## src/rtl/core/mbrdi_pkg.sv

```systemverilog
// shared types and constants for the modbus read-input-registers client
`default_nettype none
package mbrdi_pkg;

    typedef enum logic [1:0] {
        ACT_START    = 2'd0,
        ACT_BYTE     = 2'd1,
        ACT_TICK     = 2'd2,
        ACT_LINK_ERR = 2'd3
    } t_action;

    typedef enum logic [1:0] {
        KIND_TX     = 2'd0,
        KIND_WORD   = 2'd1,
        KIND_STATUS = 2'd2
    } t_kind;

    localparam logic [2:0] ST_OK        = 3'd0;
    localparam logic [2:0] ST_BAD_COUNT = 3'd1;
    localparam logic [2:0] ST_TIMEOUT   = 3'd2;
    localparam logic [2:0] ST_LINK_ERR  = 3'd3;
    localparam logic [2:0] ST_ID_MISM   = 3'd4;
    localparam logic [2:0] ST_EXCEPTION = 3'd5;
    localparam logic [2:0] ST_BAD_FUNC  = 3'd6;

    localparam logic       CFG_UNIT_ID = 1'b0;
    localparam logic       CFG_TIMEOUT = 1'b1;

    localparam logic [7:0]  UNIT_ID_RST  = 8'd1;
    localparam logic [15:0] TIMEOUT_RST  = 16'd1000;

    localparam logic [7:0] FUNC_RD_INPUT = 8'h04;
    localparam int         EXC_BIT       = 7;
    localparam logic [7:0] PDU_LEN       = 8'h06;
    localparam logic [7:0] PROTO_ID_BYTE = 8'h00;
    localparam logic [7:0] HDR_LAST_POS  = 8'd8;
    localparam logic [3:0] REQ_LAST_SEQ  = 4'd11;

    localparam int Q_DEPTH = 4;

    // one unit of work handed from the parser to the output sequencer
    typedef struct packed {
        t_kind       kind;
        logic [15:0] txn;
        logic [7:0]  unit;
        logic [15:0] addr;
        logic [6:0]  idx;    // register count for a request, word index otherwise
        logic [15:0] value;
        logic [2:0]  status;
        logic        last;
    } t_cmd;

    typedef struct packed {
        logic valid;
        t_cmd cmd;
    } t_q_head;

endpackage
`default_nettype wire

```

## src/rtl/core/mbrdi_front.sv

```systemverilog
// input parser: transaction state, header checks, timeouts and command generation
`default_nettype none
module mbrdi_front #(
    parameter int MAX_REGS = 125
) (
    input  wire logic          i_clk,
    input  wire logic          i_rst_n,
    input  wire logic          i_cfg_we,
    input  wire logic          i_cfg_index,
    input  wire logic [15:0]   i_cfg_data,
    input  wire logic          i_in_valid,
    output logic               o_in_ready,
    input  wire logic [1:0]    i_action,
    input  wire logic [15:0]   i_start_addr,
    input  wire logic [15:0]   i_reg_count,
    input  wire logic [7:0]    i_rx_byte,
    input  wire logic          i_q_full,
    output logic               o_push,
    output mbrdi_pkg::t_cmd    o_cmd
);
    import mbrdi_pkg::*;

    typedef enum logic [2:0] {
        PH_IDLE   = 3'b001,
        PH_HEADER = 3'b010,
        PH_DATA   = 3'b100
    } t_phase;

    t_phase      r_phase, n_phase;
    logic [15:0] r_txn, n_txn;
    logic [6:0]  r_exp, n_exp;
    logic [7:0]  r_pos, n_pos;
    logic [15:0] r_elapsed, n_elapsed;
    logic [7:0]  r_hold, n_hold;
    logic [7:0]  r_unit_id;
    logic [15:0] r_timeout;
    logic [7:0]  r_hdr [8];

    logic        w_acc;
    t_action     w_act;
    logic        w_fail;
    logic [2:0]  w_fail_st;
    logic [15:0] w_el_inc;
    logic [7:0]  w_word_next;

    assign o_in_ready = !i_q_full;
    assign w_acc      = i_in_valid && !i_q_full;
    assign w_act      = t_action'(i_action);
    assign w_el_inc   = r_elapsed + 16'd1;
    assign w_word_next = {1'b0, r_pos[7:1]} + 8'd1;

    always_comb begin
        n_phase   = r_phase;
        n_txn     = r_txn;
        n_exp     = r_exp;
        n_pos     = r_pos;
        n_elapsed = r_elapsed;
        n_hold    = r_hold;
        w_fail    = 1'b0;
        w_fail_st = ST_OK;
        o_push    = 1'b0;
        o_cmd     = '0;
        if (w_acc) begin
            case (w_act)
                ACT_START: begin
                    if (r_phase == PH_IDLE) begin
                        if (i_reg_count == 16'd0 || i_reg_count > 16'(MAX_REGS)) begin
                            w_fail    = 1'b1;
                            w_fail_st = ST_BAD_COUNT;
                        end else begin
                            n_txn      = r_txn + 16'd1;
                            o_push     = 1'b1;
                            o_cmd.kind = KIND_TX;
                            o_cmd.txn  = n_txn;
                            o_cmd.unit = r_unit_id;
                            o_cmd.addr = i_start_addr;
                            o_cmd.idx  = i_reg_count[6:0];
                            n_exp      = i_reg_count[6:0];
                            n_phase    = PH_HEADER;
                            n_pos      = '0;
                            n_elapsed  = '0;
                        end
                    end
                end
                ACT_TICK: begin
                    if (r_phase != PH_IDLE) begin
                        n_elapsed = w_el_inc;
                        // a wrapped counter also counts as expired
                        if (w_el_inc >= r_timeout || w_el_inc == 16'd0) begin
                            w_fail    = 1'b1;
                            w_fail_st = ST_TIMEOUT;
                        end
                    end
                end
                ACT_LINK_ERR: begin
                    if (r_phase != PH_IDLE) begin
                        w_fail    = 1'b1;
                        w_fail_st = ST_LINK_ERR;
                    end
                end
                ACT_BYTE: begin
                    if (r_phase == PH_HEADER) begin
                        n_pos = r_pos + 8'd1;
                        if (r_pos == HDR_LAST_POS) begin
                            // header byte 8 (byte count) is checked straight off the input
                            if ({r_hdr[0], r_hdr[1]} != r_txn || r_hdr[6] != r_unit_id) begin
                                w_fail    = 1'b1;
                                w_fail_st = ST_ID_MISM;
                            end else if (r_hdr[7][EXC_BIT]) begin
                                w_fail    = 1'b1;
                                w_fail_st = ST_EXCEPTION;
                            end else if (r_hdr[7] != FUNC_RD_INPUT
                                         || i_rx_byte != {r_exp, 1'b0}) begin
                                w_fail    = 1'b1;
                                w_fail_st = ST_BAD_FUNC;
                            end else begin
                                n_phase   = PH_DATA;
                                n_pos     = '0;
                                n_elapsed = '0;
                            end
                        end
                    end else if (r_phase == PH_DATA) begin
                        n_pos = r_pos + 8'd1;
                        if (!r_pos[0]) begin
                            n_hold = i_rx_byte;
                        end else begin
                            o_push      = 1'b1;
                            o_cmd.kind  = KIND_WORD;
                            o_cmd.idx   = r_pos[7:1];
                            o_cmd.value = {r_hold, i_rx_byte};
                            o_cmd.last  = (w_word_next >= {1'b0, r_exp});
                            if (w_word_next >= {1'b0, r_exp}) begin
                                n_phase   = PH_IDLE;
                                n_pos     = '0;
                                n_elapsed = '0;
                            end
                        end
                    end
                end
                default: begin
                end
            endcase
        end
        if (w_fail) begin
            n_phase      = PH_IDLE;
            n_pos        = '0;
            n_elapsed    = '0;
            o_push       = 1'b1;
            o_cmd        = '0;
            o_cmd.kind   = KIND_STATUS;
            o_cmd.status = w_fail_st;
            o_cmd.last   = 1'b1;
        end
    end

    always_ff @(posedge i_clk) begin
        if (!i_rst_n) begin
            r_phase   <= PH_IDLE;
            r_txn     <= '0;
            r_exp     <= '0;
            r_pos     <= '0;
            r_elapsed <= '0;
            r_hold    <= '0;
            r_unit_id <= UNIT_ID_RST;
            r_timeout <= TIMEOUT_RST;
        end else begin
            r_phase   <= n_phase;
            r_txn     <= n_txn;
            r_exp     <= n_exp;
            r_pos     <= n_pos;
            r_elapsed <= n_elapsed;
            r_hold    <= n_hold;
            if (i_cfg_we) begin
                case (i_cfg_index)
                    CFG_UNIT_ID: r_unit_id <= i_cfg_data[7:0];
                    CFG_TIMEOUT: r_timeout <= i_cfg_data;
                    default: begin
                    end
                endcase
            end
        end
    end

    // header bytes 0..7 kept; byte 8 is used as it arrives
    always_ff @(posedge i_clk) begin
        if (w_acc && w_act == ACT_BYTE && r_phase == PH_HEADER && r_pos < HDR_LAST_POS) begin
            r_hdr[r_pos[2:0]] <= i_rx_byte;
        end
    end

endmodule
`default_nettype wire

```

## src/rtl/core/mbrdi_queue.sv

```systemverilog
// small command queue between the parser and the output sequencer
`default_nettype none
module mbrdi_queue (
    input  wire logic           i_clk,
    input  wire logic           i_rst_n,
    input  wire logic           i_push,
    input  wire mbrdi_pkg::t_cmd i_cmd,
    input  wire logic           i_pop,
    output mbrdi_pkg::t_q_head  o_head,
    output logic                o_full
);
    import mbrdi_pkg::*;

    localparam int PW = $clog2(Q_DEPTH);

    t_cmd          r_mem [Q_DEPTH];
    logic [PW-1:0] r_wr, r_rd;
    logic [PW:0]   r_cnt;
    logic          w_push, w_pop;

    assign o_full     = (r_cnt == (PW+1)'(Q_DEPTH));
    assign w_push     = i_push && !o_full;
    assign w_pop      = i_pop && (r_cnt != '0);
    assign o_head.valid = (r_cnt != '0);
    assign o_head.cmd   = r_mem[r_rd];

    always_ff @(posedge i_clk) begin
        if (!i_rst_n) begin
            r_wr  <= '0;
            r_rd  <= '0;
            r_cnt <= '0;
        end else begin
            if (w_push) begin
                r_wr <= r_wr + 1'b1;
            end
            if (w_pop) begin
                r_rd <= r_rd + 1'b1;
            end
            case ({w_push, w_pop})
                2'b10:   r_cnt <= r_cnt + 1'b1;
                2'b01:   r_cnt <= r_cnt - 1'b1;
                default: r_cnt <= r_cnt;
            endcase
        end
    end

    always_ff @(posedge i_clk) begin
        if (w_push) begin
            r_mem[r_wr] <= i_cmd;
        end
    end

endmodule
`default_nettype wire

```

## src/rtl/core/mbrdi_back.sv

```systemverilog
// output sequencer: expands commands into result items behind an output register
`default_nettype none
module mbrdi_back (
    input  wire logic              i_clk,
    input  wire logic              i_rst_n,
    input  wire mbrdi_pkg::t_q_head i_head,
    output logic                   o_pop,
    output logic                   o_out_valid,
    input  wire logic              i_out_ready,
    output logic [1:0]             o_out_kind,
    output logic [7:0]             o_tx_byte,
    output logic [6:0]             o_reg_index,
    output logic [15:0]            o_reg_value,
    output logic [2:0]             o_status,
    output logic                   o_close_link,
    output logic                   o_last
);
    import mbrdi_pkg::*;

    logic        r_valid;
    logic [3:0]  r_seq, n_seq;
    t_kind       r_kind;
    logic [7:0]  r_tx;
    logic [6:0]  r_idx;
    logic [15:0] r_val;
    logic [2:0]  r_st;
    logic        r_cl;
    logic        r_last;
    logic        w_adv;
    logic        w_load;
    logic [7:0]  w_req_byte;
    t_cmd        w_c;

    assign w_c    = i_head.cmd;
    assign w_adv  = !r_valid || i_out_ready;
    assign w_load = w_adv && i_head.valid;

    // request frame: mbap header then pdu
    always_comb begin
        case (r_seq)
            4'd0:    w_req_byte = w_c.txn[15:8];
            4'd1:    w_req_byte = w_c.txn[7:0];
            4'd5:    w_req_byte = PDU_LEN;
            4'd6:    w_req_byte = w_c.unit;
            4'd7:    w_req_byte = FUNC_RD_INPUT;
            4'd8:    w_req_byte = w_c.addr[15:8];
            4'd9:    w_req_byte = w_c.addr[7:0];
            4'd10:   w_req_byte = 8'h00;
            4'd11:   w_req_byte = {1'b0, w_c.idx};
            default: w_req_byte = PROTO_ID_BYTE;
        endcase
    end

    always_comb begin
        o_pop = 1'b0;
        n_seq = r_seq;
        if (w_load) begin
            if (w_c.kind == KIND_TX && r_seq != REQ_LAST_SEQ) begin
                n_seq = r_seq + 4'd1;
            end else begin
                n_seq = '0;
                o_pop = 1'b1;
            end
        end
    end

    always_ff @(posedge i_clk) begin
        if (!i_rst_n) begin
            r_valid <= 1'b0;
            r_seq   <= '0;
        end else begin
            r_seq <= n_seq;
            if (w_adv) begin
                r_valid <= i_head.valid;
            end
        end
    end

    always_ff @(posedge i_clk) begin
        if (w_load) begin
            r_kind <= w_c.kind;
            case (w_c.kind)
                KIND_TX: begin
                    r_tx   <= w_req_byte;
                    r_idx  <= '0;
                    r_val  <= '0;
                    r_st   <= ST_OK;
                    r_cl   <= 1'b0;
                    r_last <= (r_seq == REQ_LAST_SEQ);
                end
                KIND_WORD: begin
                    r_tx   <= '0;
                    r_idx  <= w_c.idx;
                    r_val  <= w_c.value;
                    r_st   <= ST_OK;
                    r_cl   <= 1'b0;
                    r_last <= w_c.last;
                end
                default: begin
                    r_tx   <= '0;
                    r_idx  <= '0;
                    r_val  <= '0;
                    r_st   <= w_c.status;
                    r_cl   <= 1'b1;
                    r_last <= 1'b1;
                end
            endcase
        end
    end

    assign o_out_valid  = r_valid;
    assign o_out_kind   = r_kind;
    assign o_tx_byte    = r_tx;
    assign o_reg_index  = r_idx;
    assign o_reg_value  = r_val;
    assign o_status     = r_st;
    assign o_close_link = r_cl;
    assign o_last       = r_last;

endmodule
`default_nettype wire

```

## src/rtl/core/modbus_tcp_read_input_client.sv

```systemverilog
// top level of the modbus tcp read-input-registers client
//
//  channel   direction  handshake                 payload
//  in        input      i_in_valid / o_in_ready   i_action i_start_addr i_reg_count i_rx_byte
//  out       output     o_out_valid / i_out_ready o_out_kind o_tx_byte o_reg_index
//                                                 o_reg_value o_status o_close_link o_last
//  cfg       input      i_cfg_we (no wait)        i_cfg_index i_cfg_data
//
// every input item is parsed in the cycle it is accepted; one per cycle while the
// four-entry command queue has room
// results leave at one per cycle from the output register while i_out_ready is high;
// a start expands into 12 request bytes, so the burst of request bytes is what backs up the queue
// an accepted item is registered into the queue and then into the output register
// synchronous active-low reset empties the queue and output register and returns to idle
`default_nettype none
module modbus_tcp_read_input_client #(
    parameter int MAX_REGS = 125
) (
    input  wire logic        i_clk,
    input  wire logic        i_rst_n,
    input  wire logic        i_cfg_we,
    input  wire logic        i_cfg_index,
    input  wire logic [15:0] i_cfg_data,
    input  wire logic        i_in_valid,
    output logic             o_in_ready,
    input  wire logic [1:0]  i_action,
    input  wire logic [15:0] i_start_addr,
    input  wire logic [15:0] i_reg_count,
    input  wire logic [7:0]  i_rx_byte,
    output logic             o_out_valid,
    input  wire logic        i_out_ready,
    output logic [1:0]       o_out_kind,
    output logic [7:0]       o_tx_byte,
    output logic [6:0]       o_reg_index,
    output logic [15:0]      o_reg_value,
    output logic [2:0]       o_status,
    output logic             o_close_link,
    output logic             o_last
);
    import mbrdi_pkg::*;

    logic    w_push;
    t_cmd    w_cmd;
    logic    w_full;
    logic    w_pop;
    t_q_head w_head;

    mbrdi_front #(
        .MAX_REGS(MAX_REGS)
    ) u_front (
        .i_clk       (i_clk),
        .i_rst_n     (i_rst_n),
        .i_cfg_we    (i_cfg_we),
        .i_cfg_index (i_cfg_index),
        .i_cfg_data  (i_cfg_data),
        .i_in_valid  (i_in_valid),
        .o_in_ready  (o_in_ready),
        .i_action    (i_action),
        .i_start_addr(i_start_addr),
        .i_reg_count (i_reg_count),
        .i_rx_byte   (i_rx_byte),
        .i_q_full    (w_full),
        .o_push      (w_push),
        .o_cmd       (w_cmd)
    );

    mbrdi_queue u_queue (
        .i_clk  (i_clk),
        .i_rst_n(i_rst_n),
        .i_push (w_push),
        .i_cmd  (w_cmd),
        .i_pop  (w_pop),
        .o_head (w_head),
        .o_full (w_full)
    );

    mbrdi_back u_back (
        .i_clk       (i_clk),
        .i_rst_n     (i_rst_n),
        .i_head      (w_head),
        .o_pop       (w_pop),
        .o_out_valid (o_out_valid),
        .i_out_ready (i_out_ready),
        .o_out_kind  (o_out_kind),
        .o_tx_byte   (o_tx_byte),
        .o_reg_index (o_reg_index),
        .o_reg_value (o_reg_value),
        .o_status    (o_status),
        .o_close_link(o_close_link),
        .o_last      (o_last)
    );

endmodule
`default_nettype wire

```

## config.mk

```make
export PLATFORM = sky130hd
export DESIGN_NAME = modbus_tcp_read_input_client
export DESIGN_NICKNAME = d
export VERILOG_FILES = /design/src/rtl/core/mbrdi_pkg.sv /design/src/rtl/core/mbrdi_front.sv /design/src/rtl/core/mbrdi_queue.sv /design/src/rtl/core/mbrdi_back.sv /design/src/rtl/core/modbus_tcp_read_input_client.sv
export SDC_FILE = /design/constraint.sdc
export NUM_CORES = 1
export LEC_CHECK = 0
export ABC_AREA = 1
export BUFFER_PORTS_ARGS = -buffer_cell sky130_fd_sc_hd__buf_4
export CORE_UTILIZATION = 61
export DETAILED_ROUTE_END_ITERATION = 12
export PLACE_DENSITY = 0.79
export RECOVER_POWER = 50
export REMOVE_ABC_BUFFERS = 1
export SLEW_MARGIN = 30
export SYNTH_ARGS = -nofsm -noshare
export SYNTH_HDL_FRONTEND = slang
export SYNTH_HIERARCHICAL = 1
export SYNTH_SLANG_ARGS = --single-unit
```

## constraint.sdc

```tcl
create_clock -name i_clk -period 16.7 [get_ports i_clk]
set_clock_uncertainty 0.15 [all_clocks]
set_input_delay 0.835 -clock i_clk [delete_from_list [all_inputs] [get_ports i_clk]]
set_output_delay 0.835 -clock i_clk [all_outputs]
set_load 0.02 [all_outputs]
```

==> impl_metrics.tcl <==
set metrics [dict create \
    synth_ff_type "edfxtp_1" \
    cellLeakagePower_nw 8.02 \
    failed_checks "max-capacitance violations, max-slew violations" \
    period_share_pct 56.5 \
    multi_input_area_um2 6540 \
    cts_hold_buffers 0 \
    slowest_stage "clkinvlp_2" \
    io_buffers 103 \
    irDropWorstVdd_v 0.0000630 \
    finalPower_mw 2.36 \
    cp.required_ns 17.04 \
    maxSlewViolCount 302 \
    ios 104 \
    cts-root-buf "clkbuf_16" \
    place_area_um2 21200 \
    drive_gt1_share_pct 8.11 \
    fin_area_um2 22300 \
    setup_violations 0 \
    yosys.area.top_type "edfxtp_1" \
    die_h_um 185 \
    grt_pass1_wl_mm 74.6 \
    cts.sinks 442 \
    critical_path.cell_chain "clkbuf_1 > clkinvlp_2 > o21ai_0 > o22ai_1 > nor2_1 > nand2_1 > inv_1 > nor2_1 > nand2_1 > inv_1 > ha_1 > inv_1 > fa_1 > inv_1 > nand2_1 > nand3_1 > nand2_1 > nand2_1 > nor2_1" \
    layout.area.seq_um2 12300 \
    routed_wl_mm 47.9 \
    synth_common_cells "373 x nor2_1, 346 x edfxtp_1, 275 x nand2_1" \
    rsz0062_at_grt "false" \
    cts_made_buffers 43 \
    path_clk_slew_ns 0.07 \
    synth_edf_count 346 \
    viasPerCell 5.86 \
    status "complete, but fails checks" \
    dieWidth_um 185 \
    antenna_found_initial 0 \
    crit_arrival_ns 9.77 \
    stdcell_count 2613 \
    p_per_area_nw_per_um2 106 \
    postCtsSetupBuffers 0 \
    yosysWarnings 6 \
    ant_nets 0 \
    cts_max_path_buffers 3 \
    worst_slew_pin_slew_ns 2.87 \
    dp_cells 2533 \
    fin_crit_ns 9.43 \
    wl_per_cell_um 18.3 \
    synth_seq_cells 442 \
    vias 15316 \
    dr.pass1.iters 5 \
    final_nets 2240 \
    dieArea_um2 34100 \
    criticalPathCategory "reg2reg" \
    path_max_fanout 73 \
    end_kind "register" \
    grt_pass1_vias 14883 \
    yosysMostFrequentCell "nor2_1" \
    cts_tree "built" \
    maxCapViolations 6 \
    dp_hpwl_mm 30.3 \
    finalSetupTns_ns 0 \
    syn_area_um2 20300 \
    synthTopCellsByArea "edfxtp_1 51%, dfxtp_1 9.5%, nor2_1 6.9%" \
    fillCellCount 2522 \
    start_kind "register" \
    drc 0 \
    async_flop_share_pct 0 \
    grt_use_total_pct 28.4 \
    relSlewSlack_pct -91.1 \
    grt_overflow 0 \
    hp-class "reg2reg" \
    grt_start_max_net_pins 94 \
    clk_latency_ns 0.55 \
    max_stage_delay_ns 2.48 \
    first_iter_violations 1565 \
    start_util_pct 62.2 \
    std_cell_rows 66 \
    avgSynthCellArea_um2 9.81 \
    h-tree-depth 2 \
    utilization_pct 68.2 \
    hold_violations 0 \
    yosys.cell_types.count 48 \
    max_freq_mhz 106 \
    antenna_cells 0 \
    syn2layout_area_growth_pct 9.78 \
    coreArea_um2 32700 \
    gp_congestion 0.894 \
    cts-resized-gates 0 \
    syn_inst 2072 \
    synth_top_area_share_pct 51.1 \
    synth-seq-area-share_pct 60.6 \
    cpMostUsedCell "nand2_1" \
]
==> flip-flops by register name, indices dropped and copies added (netlist names), 2 cells and up, named ones only <==
name and flops:
u_front/r_unit_id 8, u_back/o_reg_index 7, u_queue/r_mem 276, u_back/o_out_kind 2
u_back/r_seq 4, u_back/o_reg_value 16, u_front/r_timeout 16, u_queue/r_cnt 3
u_back/o_tx_byte 8, u_back/o_status 3, u_front/r_hold 8, u_queue/r_wr 2
u_front/r_exp 7, u_front/r_pos 8, u_queue/r_rd 2, u_front/r_hdr 32
u_front/r_phase 3, u_front/r_elapsed 16, u_front/r_txn 16
==> kinds of logic (layout without fill, tap and decap cells) <==
group | after synthesis | in the layout | share of synthesized area, %
xor+xnor | 30 | 30 | 1.29
buf+inv | 320 | 419 | 7.11
fa+ha+maj | 40 | 40 | 2.50
compound gates | 363 | 363 | 9.74
simple gates | 877 | 877 | 18.8
flops | 442 | 442 | 60.6
==> cells in the final DEF, fill, tap and decap left out, drive strengths merged, types with 59 or more instances in the layout <==
cell type,instances
inv,225
o22ai,69
clkbuf,119
nand2,284
buf,59
o21ai,195
dfxtp,96
nor2,405
edfxtp,346
nand3,103
a21oi,68
==> path summary, 6_finish.rpt <==
kind	from	to	slack (ns)	cells after the start
max	register	u_queue/r_cnt[2]$_SDFFE_PN0P_	7.27	19
min reg2reg	u_front/r_timeout[12]$_SDFFE_PN0P_	u_front/r_timeout[12]$_SDFFE_PN0P_	0.33	2
max reg2reg	register	u_queue/r_cnt[2]$_SDFFE_PN0P_	7.27	19
min	u_front/r_timeout[12]$_SDFFE_PN0P_	u_front/r_timeout[12]$_SDFFE_PN0P_	0.33	2
==> worst max-delay path, delay by kind of cell, from the launching register on <==
kind | cells | cell delay, ns
flops | 1 | 1.97
fa+ha+maj | 2 | 0.39
compound gates | 2 | 0.93
simple gates | 9 | 0.91
buf+inv | 6 | 4.99
==> where the power goes <==
part           switching, mW  internal (mW)
Sequential            0.0146           1.21
Combinational          0.133         0.0476
Clock                  0.406          0.548
==> routing by layer <==
metal	GRT usage [%]	vias up	wire, um
li1	-	7187	-
met1	35.5	7233	18300
met2	48.0	757	23200
met3	4.84	139	4430
met4	13.8	0	1950
met5	0	-	0
==> area by class of cell <==
class,count,area share (%)
clock inverters,15,0.824
flip-flops and latches,442,55.2
well taps,442,2.48
repair buffers,113,2.99
inverters,226,3.82
clock buffers,65,5.37
multi-input cells,1310,29.3
==> metrics by stage <==
stage               hold slack, ns  setup WS, ns
global route                 0.338          6.43
CTS                          0.327         12.24
floorplan                    0.285         10.71
global placement             0.300         12.30
finish                       0.325          7.27
detailed placement           0.315         12.31
(Power assumes the default switching activity.)
